**src/rtl/i2cts_pkg.sv**
```systemverilog
package i2cts_pkg;

	// Longest transfer length; a longer start request is clipped to it
	localparam int unsigned MAX_LENGTH_DEF = 255;

	// Status flag bit positions
	localparam int unsigned FL_BUSERR   = 0;
	localparam int unsigned FL_BUSY     = 1;
	localparam int unsigned FL_STOP     = 2;
	localparam int unsigned FL_STRETCH  = 3;
	localparam int unsigned FL_READ     = 4;
	localparam int unsigned FL_ACK      = 5;
	localparam int unsigned FL_TXREQ    = 6;
	localparam int unsigned FL_RXREQ    = 7;
	localparam int unsigned FL_LINEFREE = 8;
	localparam int unsigned FL_ADDRDATA = 9;

	typedef enum logic [2:0] {
		OP_START_W = 3'd0,
		OP_START_R = 3'd1,
		OP_STATUS  = 3'd2,
		OP_IDLE    = 3'd3,
		OP_CLEAR   = 3'd4
	} op_t;

	typedef enum logic [3:0] {
		CMD_NONE      = 4'd0,
		CMD_START_W   = 4'd1,
		CMD_START_R   = 4'd2,
		CMD_SEND      = 4'd3,
		CMD_LAST      = 4'd4,
		CMD_ACK       = 4'd5,
		CMD_NACK_STOP = 4'd6,
		CMD_CLEAR     = 4'd7,
		CMD_REINIT    = 4'd8
	} cmd_t;

	// Transfer phase, one-hot
	typedef enum logic [5:0] {
		PH_IDLE  = 6'b000001,
		PH_WRITE = 6'b000010,
		PH_READ  = 6'b000100,
		PH_WDONE = 6'b001000,
		PH_RDONE = 6'b010000,
		PH_ERROR = 6'b100000
	} phase_t;

	// Driver state codes as reported on the result
	localparam logic [2:0] DS_IDLE  = 3'd0;
	localparam logic [2:0] DS_WRITE = 3'd1;
	localparam logic [2:0] DS_READ  = 3'd2;
	localparam logic [2:0] DS_WDONE = 3'd3;
	localparam logic [2:0] DS_RDONE = 3'd4;
	localparam logic [2:0] DS_ERROR = 3'd5;

	typedef struct packed {
		logic [2:0] operation;
		logic [6:0] slave_address;
		logic [7:0] transfer_length;
		logic [9:0] status_flags;
		logic [7:0] data_byte;
	} in_item_t;

	typedef struct packed {
		logic [3:0] command;
		logic [7:0] data_out;
		logic       rx_store;
		logic [2:0] driver_state;
		logic       error_code;
		logic [7:0] remaining;
		logic       last;
	} out_item_t;

	typedef struct packed {
		phase_t     phase;
		logic [7:0] bytes_left;
		logic [6:0] target_address;
		logic       fault_code;
		logic       overrun;
	} seq_state_t;

	// Results of one step: first and second transfer, and whether the second exists
	typedef struct packed {
		out_item_t r0;
		out_item_t r1;
		logic      two;
	} step_res_t;

	function automatic logic [2:0] phase_code(phase_t ph);
		logic [2:0] c;
		unique case (ph)
			PH_IDLE:  c = DS_IDLE;
			PH_WRITE: c = DS_WRITE;
			PH_READ:  c = DS_READ;
			PH_WDONE: c = DS_WDONE;
			PH_RDONE: c = DS_RDONE;
			PH_ERROR: c = DS_ERROR;
			default:  c = DS_IDLE;
		endcase
		return c;
	endfunction

endpackage

```
**src/rtl/i2cts_step.sv**
```systemverilog
module i2cts_step
	import i2cts_pkg::*;
#(
	parameter int unsigned MAX_LENGTH = MAX_LENGTH_DEF
) (
	input  in_item_t   item,
	input  seq_state_t cur,
	output seq_state_t nxt,
	output step_res_t  res
);

	logic [9:0] fl;
	logic       base;
	logic       start_ok;
	logic [7:0] len_sat;
	cmd_t       cmd0;
	cmd_t       cmd1;
	logic [7:0] dat0;
	logic [7:0] dat1;
	logic       rxs0;
	logic       two;

	assign fl = item.status_flags;
	assign base = !fl[FL_BUSERR] && fl[FL_BUSY] && !fl[FL_STOP] && fl[FL_STRETCH];
	assign start_ok = !fl[FL_BUSY] && fl[FL_TXREQ] && fl[FL_LINEFREE];
	assign len_sat = (32'(item.transfer_length) > MAX_LENGTH) ?
		8'(MAX_LENGTH) : item.transfer_length;

	// Next state and commands for one item
	always_comb begin
		nxt  = cur;
		cmd0 = CMD_NONE;
		cmd1 = CMD_NONE;
		dat0 = '0;
		dat1 = '0;
		rxs0 = 1'b0;
		two  = 1'b0;
		unique case (op_t'(item.operation))
			OP_START_W, OP_START_R: begin
				nxt.target_address = item.slave_address;
				nxt.bytes_left     = len_sat;
				nxt.overrun        = 1'b0;
				if (start_ok) begin
					if (op_t'(item.operation) == OP_START_R) begin
						nxt.phase = PH_READ;
						cmd0      = CMD_START_R;
					end else begin
						nxt.phase = PH_WRITE;
						cmd0      = CMD_START_W;
					end
					dat0 = {1'b0, item.slave_address};
				end else begin
					nxt.phase      = PH_ERROR;
					nxt.fault_code = 1'b1;
				end
			end
			OP_IDLE: begin
				nxt.phase = PH_IDLE;
			end
			OP_CLEAR: begin
				nxt = '{phase: PH_IDLE, default: '0};
			end
			OP_STATUS: begin
				priority case (1'b1)
					cur.phase == PH_WRITE: begin
						if (base && !fl[FL_READ] && !fl[FL_ACK] && fl[FL_TXREQ]) begin
							// Send a byte, then flag last data once the count runs out
							if (cur.bytes_left == 8'd0) begin
								cmd0 = CMD_LAST;
							end else begin
								cmd0           = CMD_SEND;
								dat0           = item.data_byte;
								nxt.bytes_left = cur.bytes_left - 8'd1;
								if (cur.bytes_left == 8'd1) begin
									cmd1 = CMD_LAST;
									two  = 1'b1;
								end
							end
						end else if (fl[FL_STOP]) begin
							if (fl[FL_BUSERR] || cur.bytes_left != 8'd0 || cur.overrun) begin
								nxt.phase      = PH_ERROR;
								nxt.fault_code = 1'b1;
							end else begin
								nxt.phase = PH_WDONE;
								cmd0      = CMD_CLEAR;
							end
						end
					end
					cur.phase == PH_READ: begin
						if (base && fl[FL_READ] && !fl[FL_RXREQ] && !fl[FL_ACK]) begin
							cmd0 = CMD_ACK;
						end else if (base && fl[FL_READ] && fl[FL_RXREQ] &&
								!fl[FL_ADDRDATA]) begin
							// Hand out the received byte; NACK the final one
							cmd0 = (cur.bytes_left == 8'd1 && !cur.overrun) ?
								CMD_NACK_STOP : CMD_ACK;
							dat0 = item.data_byte;
							rxs0 = 1'b1;
							if (cur.bytes_left == 8'd0) begin
								nxt.overrun = 1'b1;
							end else begin
								nxt.bytes_left = cur.bytes_left - 8'd1;
							end
						end else if (fl[FL_STOP]) begin
							if (fl[FL_BUSERR] || cur.bytes_left != 8'd0 || cur.overrun) begin
								nxt.phase      = PH_ERROR;
								nxt.fault_code = 1'b1;
							end else begin
								nxt.phase = PH_RDONE;
								cmd0      = CMD_CLEAR;
							end
						end
					end
					cur.phase == PH_ERROR: begin
						nxt  = '{phase: PH_IDLE, default: '0};
						cmd0 = CMD_REINIT;
					end
					default: begin
					end
				endcase
			end
			default: begin
			end
		endcase
	end

	// Pack both result transfers with the state after the step
	always_comb begin
		res.two             = two;
		res.r0.command      = cmd0;
		res.r0.data_out     = dat0;
		res.r0.rx_store     = rxs0;
		res.r0.driver_state = phase_code(nxt.phase);
		res.r0.error_code   = nxt.fault_code;
		res.r0.remaining    = nxt.bytes_left;
		res.r0.last         = !two;
		res.r1.command      = cmd1;
		res.r1.data_out     = dat1;
		res.r1.rx_store     = 1'b0;
		res.r1.driver_state = phase_code(nxt.phase);
		res.r1.error_code   = nxt.fault_code;
		res.r1.remaining    = nxt.bytes_left;
		res.r1.last         = 1'b1;
	end

endmodule

```
**src/rtl/i2cts_out.sv**
```systemverilog
module i2cts_out
	import i2cts_pkg::*;
(
	input  logic      clk,
	input  logic      arst_n,
	input  logic      load,
	input  step_res_t res,
	output logic      can_load,
	output logic      result_valid,
	input  logic      result_stall,
	output out_item_t result
);

	out_item_t r0_q;
	out_item_t r1_q;
	logic      two_q;
	logic      sel_q;
	logic      valid_q;
	logic      fire;
	logic      done;

	assign fire     = valid_q && !result_stall;
	assign done     = fire && (sel_q || !two_q);
	assign can_load = !valid_q || done;

	assign result_valid = valid_q;
	assign result       = sel_q ? r1_q : r0_q;

	// Hold results, advance to the second transfer, drop when the last one is taken
	always_ff @(posedge clk or negedge arst_n) begin
		if (!arst_n) begin
			valid_q <= 1'b0;
			sel_q   <= 1'b0;
			two_q   <= 1'b0;
		end else if (load) begin
			valid_q <= 1'b1;
			sel_q   <= 1'b0;
			two_q   <= res.two;
		end else if (done) begin
			valid_q <= 1'b0;
			sel_q   <= 1'b0;
		end else if (fire) begin
			sel_q <= 1'b1;
		end
	end

	always_ff @(posedge clk) begin
		if (load) begin
			r0_q <= res.r0;
			r1_q <= res.r1;
		end
	end

endmodule

```
**src/rtl/i2c_master_transfer_sequencer_unit.sv**
```systemverilog
// Channel  Direction  Payload     Handshake
// item     input      in_item_t   item_valid / item_stall
// result   output     out_item_t  result_valid / result_stall
//
// An item is registered on entry, processed combinationally and its results are
// registered in the result register, from which the first result is offered.
// An item yields one or two results; the result register sends one per cycle while
// result_stall is low, so the rate is one item per cycle for items with one result.
// Reset clears the transfer state to idle and empties both registers.
// A stalled result holds the input register, which then raises item_stall.
module i2c_master_transfer_sequencer_unit
	import i2cts_pkg::*;
#(
	parameter int unsigned MAX_LENGTH = MAX_LENGTH_DEF
) (
	input  logic      clk,
	input  logic      arst_n,
	input  logic      item_valid,
	output logic      item_stall,
	input  in_item_t  item,
	output logic      result_valid,
	input  logic      result_stall,
	output out_item_t result
);

	in_item_t   item_s1;
	logic       valid_s1;
	seq_state_t state_q;
	seq_state_t state_nxt;
	step_res_t  res;
	logic       can_load;
	logic       load;

	assign load       = valid_s1 && can_load;
	assign item_stall = valid_s1 && !can_load;

	// Input register
	always_ff @(posedge clk or negedge arst_n) begin
		if (!arst_n) begin
			valid_s1 <= 1'b0;
		end else if (!item_stall) begin
			valid_s1 <= item_valid;
		end
	end

	always_ff @(posedge clk) begin
		if (item_valid && !item_stall) begin
			item_s1 <= item;
		end
	end

	// Transfer state, committed as the results are loaded
	always_ff @(posedge clk or negedge arst_n) begin
		if (!arst_n) begin
			state_q <= '{phase: PH_IDLE, default: '0};
		end else if (load) begin
			state_q <= state_nxt;
		end
	end

	i2cts_step #(
		.MAX_LENGTH(MAX_LENGTH)
	) u_step (
		.item(item_s1),
		.cur (state_q),
		.nxt (state_nxt),
		.res (res)
	);

	i2cts_out u_out (
		.clk         (clk),
		.arst_n      (arst_n),
		.load        (load),
		.res         (res),
		.can_load    (can_load),
		.result_valid(result_valid),
		.result_stall(result_stall),
		.result      (result)
	);

endmodule

```
**config.mk**
```make
export PLATFORM = sky130hd
export DESIGN_NAME = i2c_master_transfer_sequencer_unit
export DESIGN_NICKNAME = d
export VERILOG_FILES = /design/src/rtl/i2cts_pkg.sv /design/src/rtl/i2cts_step.sv /design/src/rtl/i2cts_out.sv /design/src/rtl/i2c_master_transfer_sequencer_unit.sv
export SDC_FILE = /design/constraint.sdc
export NUM_CORES = 1
export LEC_CHECK = 0
export CORE_MARGIN = 2
export CORE_UTILIZATION = 63
export CTS_CLUSTER_SIZE = 28
export DETAILED_ROUTE_END_ITERATION = 12
export DONT_BUFFER_PORTS = 1
export GPL_TIMING_DRIVEN = 0
export PLACE_DENSITY_LB_ADDON = 0.3
export SETUP_SLACK_MARGIN = 0.1
export SLEW_MARGIN = 25
export SYNTH_ARGS = -nofsm -noshare
export SYNTH_HDL_FRONTEND = slang
export SYNTH_SLANG_ARGS = --single-unit
```
**constraint.sdc**
```tcl
create_clock -name clk -period 3.35 [get_ports clk]
set_input_delay 0.5025 -clock clk [delete_from_list [all_inputs] [get_ports clk]]
set_output_delay 0.5025 -clock clk [all_outputs]
set_load 0.005 [all_outputs]
```
==> results.py, run 1 <==
metrics = {
    "timing": {
        "finalSetupTns_ns": 0,
        "clock_skew_ns": 0.00785,
        "relSlewSlack_pct": 47.4,
        "slew_violations": 0,
        "finalCritPeriodShare_pct": 81.9,
        "setup-violations-final": 0,
        "max_freq_mhz": 364,
        "tightest_slew_ns": 0.783,
        "whs_ns": 0.107,
        "finalCriticalPeriod_ns": 2.74,
        "fin_ws_ns": 0.606,
        "rsz0062_at_grt": "no",
        "final_hold_viol_count": 0,
    },
    "route": {
        "via_count": 3088,
        "drt-initial-drc-count": 270,
        "wire_per_inst_um": 20.6,
        "dr.pass1.iters": 5,
        "drc": 0,
        "postRouteAntennaNets": 0,
        "via_per_inst": 6.73,
        "wl_mm": 9.48,
    },
    "power": {
        "ir_drop_mv": 0.317,
        "finalPower_uw": 2400,
        "power_density_nw_per_um2": 523,
        "leakage_uw": 0.00166,
    },
    "final_layout": {
        "diodes": 0,
        "area_growth_pct": 7.57,
        "final_core_util_pct": 71.1,
        "nets": 420,
        "drive_gt1_share_pct": 17.3,
    },
    "setup_path": {
        "slowest_delay_ns": 0.60,
        "cp.arrival_ns": 2.86,
        "crit_path_end_kind": "register",
        "crit_slowest_cell": "or4bb_1",
        "cp_cell_sequence": "or4bb_1 -> or4b_4 -> buf_6 -> a2111oi_4 -> o311ai_1 -> mux2_2",
        "required_ns": 3.46,
        "worstSetupPathType": "reg2reg",
        "start_kind": "register",
        "crit_fanout": 10,
    },
    "global_routing": {
        "gr-total-overflow": 0,
        "antenna_found_initial": 0,
        "grt_max_degree": 31,
        "first_global_vias": 2943,
        "grt_pass1_wl_mm": 15.1,
        "grt_usage_pct": 27.2,
    },
    "yosys": {
        "ys_ff_latch": 83,
        "ys_seq_area_share_pct": 56.1,
        "async_reset_ff_share_pct": 24.1,
        "synth_top_area_share_pct": 44.3,
        "synth_edf_count": 63,
        "synth_warnings": 0,
        "avgSynthCellArea_um2": 11.7,
        "yosysUniqueCellTypes": 78,
        "synth_area_um2": 4270,
        "synthCells": 364,
        "yosys-top-cells-count": "edfxtp_1, nand2_1, nor2_1, dfrtp_1",
        "synth_top_family_by_area": "simple AND/OR/NAND/NOR gates",
        "ys.flop_type": "edfxtp_1",
        "synth_xor_area_share_pct": 0.821,
        "synth-simple-area-share_pct": 18.9,
        "synth_fa_ha_area_share_pct": 0.880,
        "yosysMostFrequentCell": "edfxtp_1",
        "synth_compound_area_share_pct": 16.5,
        "synthMuxAreaShare_pct": 1.52,
        "ys_top_cells_by_area": "edfxtp_1, dfrtp_1, nand2_1, nor2b_1, buf_4",
        "yosys.area.top_type": "edfxtp_1",
        "synth.net_count": 407,
    },
    "clock_tree": {
        "clk_pin_slew_worst_paths_ns": 0.09,
        "clock_latency_ns": 0.36,
        "cts-root-buf": "clkbuf_8",
        "cts_resized": 0,
        "cts_buffer_depth": 2,
        "numClockSinks": 83,
        "cts-htree-levels": 3,
        "holdBufCountCts": 1,
        "cts_tree": "built",
        "cts_made_buffers": 9,
        "post_cts_buffers": 0,
    },
    "place": {
        "io_buffer_count": 0,
        "dp_slack_ns": 0.645,
        "hpwlAfterDp_mm": 6.76,
        "place_congestion": 0.949,
    },
    "floorplanning": {
        "coreArea_um2": 6460,
        "die-area_um2": 7450,
        "dieHeight_um": 86.3,
        "pin_count": 68,
        "initial_core_util_pct": 66.1,
        "row_count": 29,
        "die_x_um": 86.3,
    },
    "hold_path": {
        "hp-class": "in2async",
    },
    "outcome": {
        "outcome": "finished, final reports clean",
    },
    "job": {
        "drv_cap": 0,
    },
}
-- per-layer routing --
| metal | GRT usage [%] | part of all wire (%) | vias up | wire [µm] |
|---|---|---|---|---|
| li1 | - | - | 1409 | - |
| met1 | 36.4 | 42 | 1504 | 4020 |
| met2 | 43.3 | 48 | 157 | 4550 |
| met3 | 6.38 | 7.3 | 18 | 694 |
| met4 | 10.7 | 2.2 | 0 | 208 |
| met5 | 0 | 0 | - | 0 |
-- sequential cells by signal, indices dropped and copies added (netlist names) --
name                cells
item_s1                36
u_out.r0_q             26
state_q                16
u_out.r1_q              1
u_out.result_valid      1
u_out.sel_q             1
u_out.two_q             1
valid_s1                1
-- layout make-up --
class | count | area (µm²)
plain buffers | 27 | 185
clock buffers | 10 | 128
clock inverters | 6 | 48.8
fillers | 480 | 1870
inverters | 10 | 37.5
multi-input cells | 244 | 1670
flip-flops and latches | 83 | 2390
well taps | 77 | 96.3
repair buffers | 2 | 32.5
-- cells in the final DEF (no fill, tap or decap), drive strengths merged, types with 4 or more instances in the layout --
cell type  instances
o21a               6
nand3              6
edfxtp            63
nor2              22
buf               16
nand4              5
o211ai             5
a22o               8
and2               9
o21ai             15
a22oi              4
nor3              10
nor2b             15
dfrtp             19
a221oi             5
mux2               4
nand2             38
inv               12
clkbuf            23
nor4               6
a21oi              9
and3               5
a32oi              5
-- power by group --
part	total [µW]	switching (µW)	internal [µW]	leakage (µW)
Combinational	456	281	175	0.000730
Sequential	1300	73.5	1230	0.000854
Clock	644	368	275	0.0000795
-- cell families (layout without fill, tap and decap cells) --
group,Yosys count,in the layout
simple gates,141,141
compound gates,90,90
flops,83,83
buf+inv,37,55
mux,6,6
xor+xnor,4,4
fa+ha+maj,3,3
-- worst paths after layout --
check,startpoint,to,slack [ns],depth (start not counted)
worst max-delay path,item_s1[10],u_out.r0_q[4],0.61,6
worst min-delay path,arst_n,state_q[0],0.11,1
worst max register to register,item_s1[10],u_out.r0_q[4],0.61,6
worst min register to register,u_out.two_q,u_out.two_q,0.48,2
max in group asynchronous,arst_n,state_q[17],2.85,1
min in group clk,item[13],item_s1[13],0.23,0
-- stage by stage --
step / cell area [µm²] / std cells
after floorplan: 4270 / 364
after global placement: 4360 / 441
after detailed placement: 4400 / 442
after CTS: 4590 / 459
after global routing: 4590 / 459
final: 4590 / 459
-- critical path: cells and delay by family (launching register included) --
kind | cells | cell delay, ns
flops | 1 | 0.52
buf+inv | 1 | 0.16
compound gates | 2 | 0.44
mux | 1 | 0.28
simple gates | 2 | 1.10
(Power assumes the default switching activity.)
==> run 2: changes to the inputs <==
ABC_AREA = 1   (was unset)
CORE_UTILIZATION = 64   (was 63)
clock period = 2.61 ns   (was 3.35 ns; I/O delays follow)
==> run 2 against run 1 <==
Compared with the run above:
- fmax up 29%
- via count rose by 6.6%
- sequential power increased by 65%
- cell count increased by 33%
- largest power group unchanged
- worst setup slack worse by 0.13 ns
- sequential share of layout area down 2.3 points
- the flow now finishes with violations (hold timing)
- flip-flop and latch count stayed put
- power grew 96%
- final area is 4.6% higher
==> results.py, run 2 <==
metrics = {
    "setup_path": {
        "cp.arrival_ns": 2.12,
        "r2r_setup_slack_ns": 0.48,
        "start_kind": "register",
        "crit_fanout": 36,
        "r2r-start": "u_out.sel_q",
        "required_ns": 2.60,
        "worstSetupPathType": "reg2reg",
        "crit_path_end_kind": "register",
        "reg2regPathDepth": 7,
        "rr_endpoint": "u_out.r0_q[16]",
    },
    "yosys": {
        "synth-simple-area-share_pct": 28.3,
        "synthMuxAreaShare_pct": 0,
        "synth_compound_area_share_pct": 7.35,
        "synth_edf_count": 63,
        "synth_warnings": 0,
        "yosys-top-cells-count": "nand2_1, edfxtp_1, inv_1, nand3_1, nor2_1",
        "yosysUniqueCellTypes": 41,
        "ys_seq_area_share_pct": 53.2,
        "async_reset_ff_share_pct": 24.1,
        "synth_top_family_by_area": "simple AND/OR/NAND/NOR gates",
        "synth.net_count": 539,
        "ys_ff_latch": 83,
        "yosys.area.top_type": "edfxtp_1",
        "synthCells": 496,
        "ys.flop_type": "edfxtp_1",
        "synth_top_area_share_pct": 42.1,
        "ys_top_cells_by_area": "edfxtp_1, dfrtp_1, nand2_1, inv_1, nand3_1",
        "yosysMostFrequentCell": "nand2_1",
        "avgSynthCellArea_um2": 9.06,
        "synth_fa_ha_area_share_pct": 0.835,
        "synth_area_um2": 4500,
        "synth_xor_area_share_pct": 0.390,
    },
    "timing": {
        "tightest_slew_ns": 0.784,
        "relSlewSlack_pct": 47.7,
        "clock_skew_ns": 0.0168,
        "finalCritPeriodShare_pct": 81.8,
        "max_freq_mhz": 469,
        "finalSetupTns_ns": 0,
        "final_hold_viol_count": 6,
        "finalCriticalPeriod_ns": 2.13,
        "rsz0062_at_grt": "no",
        "setup-violations-final": 0,
        "whs_ns": -0.00883,
        "slew_violations": 0,
        "fin_ws_ns": 0.476,
    },
    "global_routing": {
        "grt_pass1_wl_mm": 14.1,
        "grt_usage_pct": 24.5,
        "antenna_found_initial": 0,
        "grt_max_degree": 37,
        "first_global_vias": 2936,
        "gr-total-overflow": 0,
    },
    "final_layout": {
        "area_growth_pct": 6.79,
        "final_common_cell": "nand2_1",
        "drive_gt1_share_pct": 20.3,
        "nets": 551,
        "largest-register": "item_s1",
        "top_regs": "item_s1 (36), u_out.r0_q (26), state_q (16)",
        "diodes": 0,
        "largest_reg_flops": 36,
        "final_cell_mix": "nand2_1, edfxtp_1, inv_1",
    },
    "route": {
        "postRouteAntennaNets": 0,
        "dr.pass1.iters": 6,
        "drc": 0,
        "via_per_inst": 5.40,
        "wire_per_inst_um": 14.6,
        "drt-initial-drc-count": 273,
        "via_count": 3291,
        "wl_mm": 8.90,
    },
    "power": {
        "p_seq_share_pct": 45.6,
        "leakage_uw": 0.00213,
        "clkPwrFrac_pct": 18.1,
        "power_switching_uw": 1870,
        "finalPower_uw": 4700,
        "power_density_nw_per_um2": 979,
        "p_int_uw": 2830,
        "ir_drop_mv": 0.600,
        "combPwrFrac_pct": 36.4,
        "swShare_pct": 39.8,
    },
    "clock_tree": {
        "numClockSinks": 83,
        "clock_latency_ns": 0.36,
        "cts-htree-levels": 3,
        "cts_buffer_depth": 2,
        "post_cts_buffers": 0,
        "cts-root-buf": "clkbuf_8",
        "clk_pin_slew_worst_paths_ns": 0.10,
        "cts_tree": "built",
        "cts_made_buffers": 9,
    },
    "floorplanning": {
        "die_x_um": 87.8,
        "dieHeight_um": 87.8,
        "die-area_um2": 7710,
        "coreArea_um2": 6790,
        "pin_count": 68,
        "initial_core_util_pct": 66.2,
        "row_count": 30,
    },
    "place": {
        "io_buffer_count": 0,
        "hpwlAfterDp_mm": 6.55,
        "dp_slack_ns": 0.460,
        "place_congestion": 0.920,
    },
    "hold_path": {
        "hp-class": "in2async",
    },
    "outcome": {
        "outcome": "complete, but fails checks",
        "violations": "hold timing",
    },
    "job": {
        "drv_cap": 0,
    },
}
-- run 2: through the flow --
stage	area (µm²)	util [%]	cells
after floorplan	4500	-	496
after global placement	4620	67.9	592
after detailed placement	4620	67.9	592
after CTS	4810	70.7	609
after global routing	4800	70.7	609
final	4800	70.7	609
-- run 2: layout make-up --
cell class              instances  area [µm²]
plain buffers                  19         130
repair buffers                  1        5.00
inverters                      81         314
multi-input cells             313        1660
clock buffers                   9         124
clock inverters                 7        56.3
flip-flops and latches         83        2390
fillers                       523        1990
well taps                      96         120
-- run 2: worst max-delay path, cell delays in order (launching register included) --
cell and delay [ns]:
dfrtp_1 0.44, inv_1 0.08, nand2_1 0.06, nand2_1 0.06, nand2_1 0.10, nand2_1 0.21
inv_1 0.16, buf_2 0.64
-- run 2: kinds of logic (layout without fill, tap and decap cells) --
| kind of cell | count (synthesis) | in the layout |
|---|---|---|
| buf+inv | 100 | 117 |
| fa+ha+maj | 3 | 3 |
| compound gates | 51 | 51 |
| flops | 83 | 83 |
| xor+xnor | 2 | 2 |
| simple gates | 257 | 257 |
-- run 2: power by group through the flow --
stage / sequential (µW) / clock, µW / combinational, µW
floorplan: 2110 / 0 / 1360
global placement: 2150 / 0 / 1650
detailed placement: 2170 / 0 / 1700
CTS: 2140 / 868 / 1710
global route: 2190 / 908 / 1920
finish: 2140 / 850 / 1710
-- run 2: what timing repair did --
item | CTS | global route
hold endpoints to repair | 20 | 0
gates resized for setup | 0 | 0
hold buffers | 1 | 0
-- run 2: how the worst max path moves through the flow --
stage | start | end | slack [ns] | depth (start not counted)
detailed placement | u_out.sel_q | u_out.r0_q[20] | 0.46 | 7
global route | u_out.sel_q | u_out.r0_q[16] | 0.30 | 7
CTS | u_out.sel_q | u_out.r0_q[20] | 0.45 | 7
floorplan | result_stall | item_s1[0] | 0.68 | 7
finish | u_out.sel_q | u_out.r0_q[16] | 0.48 | 7
global placement | u_out.sel_q | item_s1[1] | 0.33 | 8
-- run 2: layer usage --
metal | up-vias | GRT usage, % | share of wire, %
met1 | 1512 | 33.2 | 45
met5 | - | 0 | 0
met3 | 10 | 6.69 | 6.6
met4 | 0 | 8.53 | 1.2
met2 | 127 | 38.4 | 47
li1 | 1642 | - | -
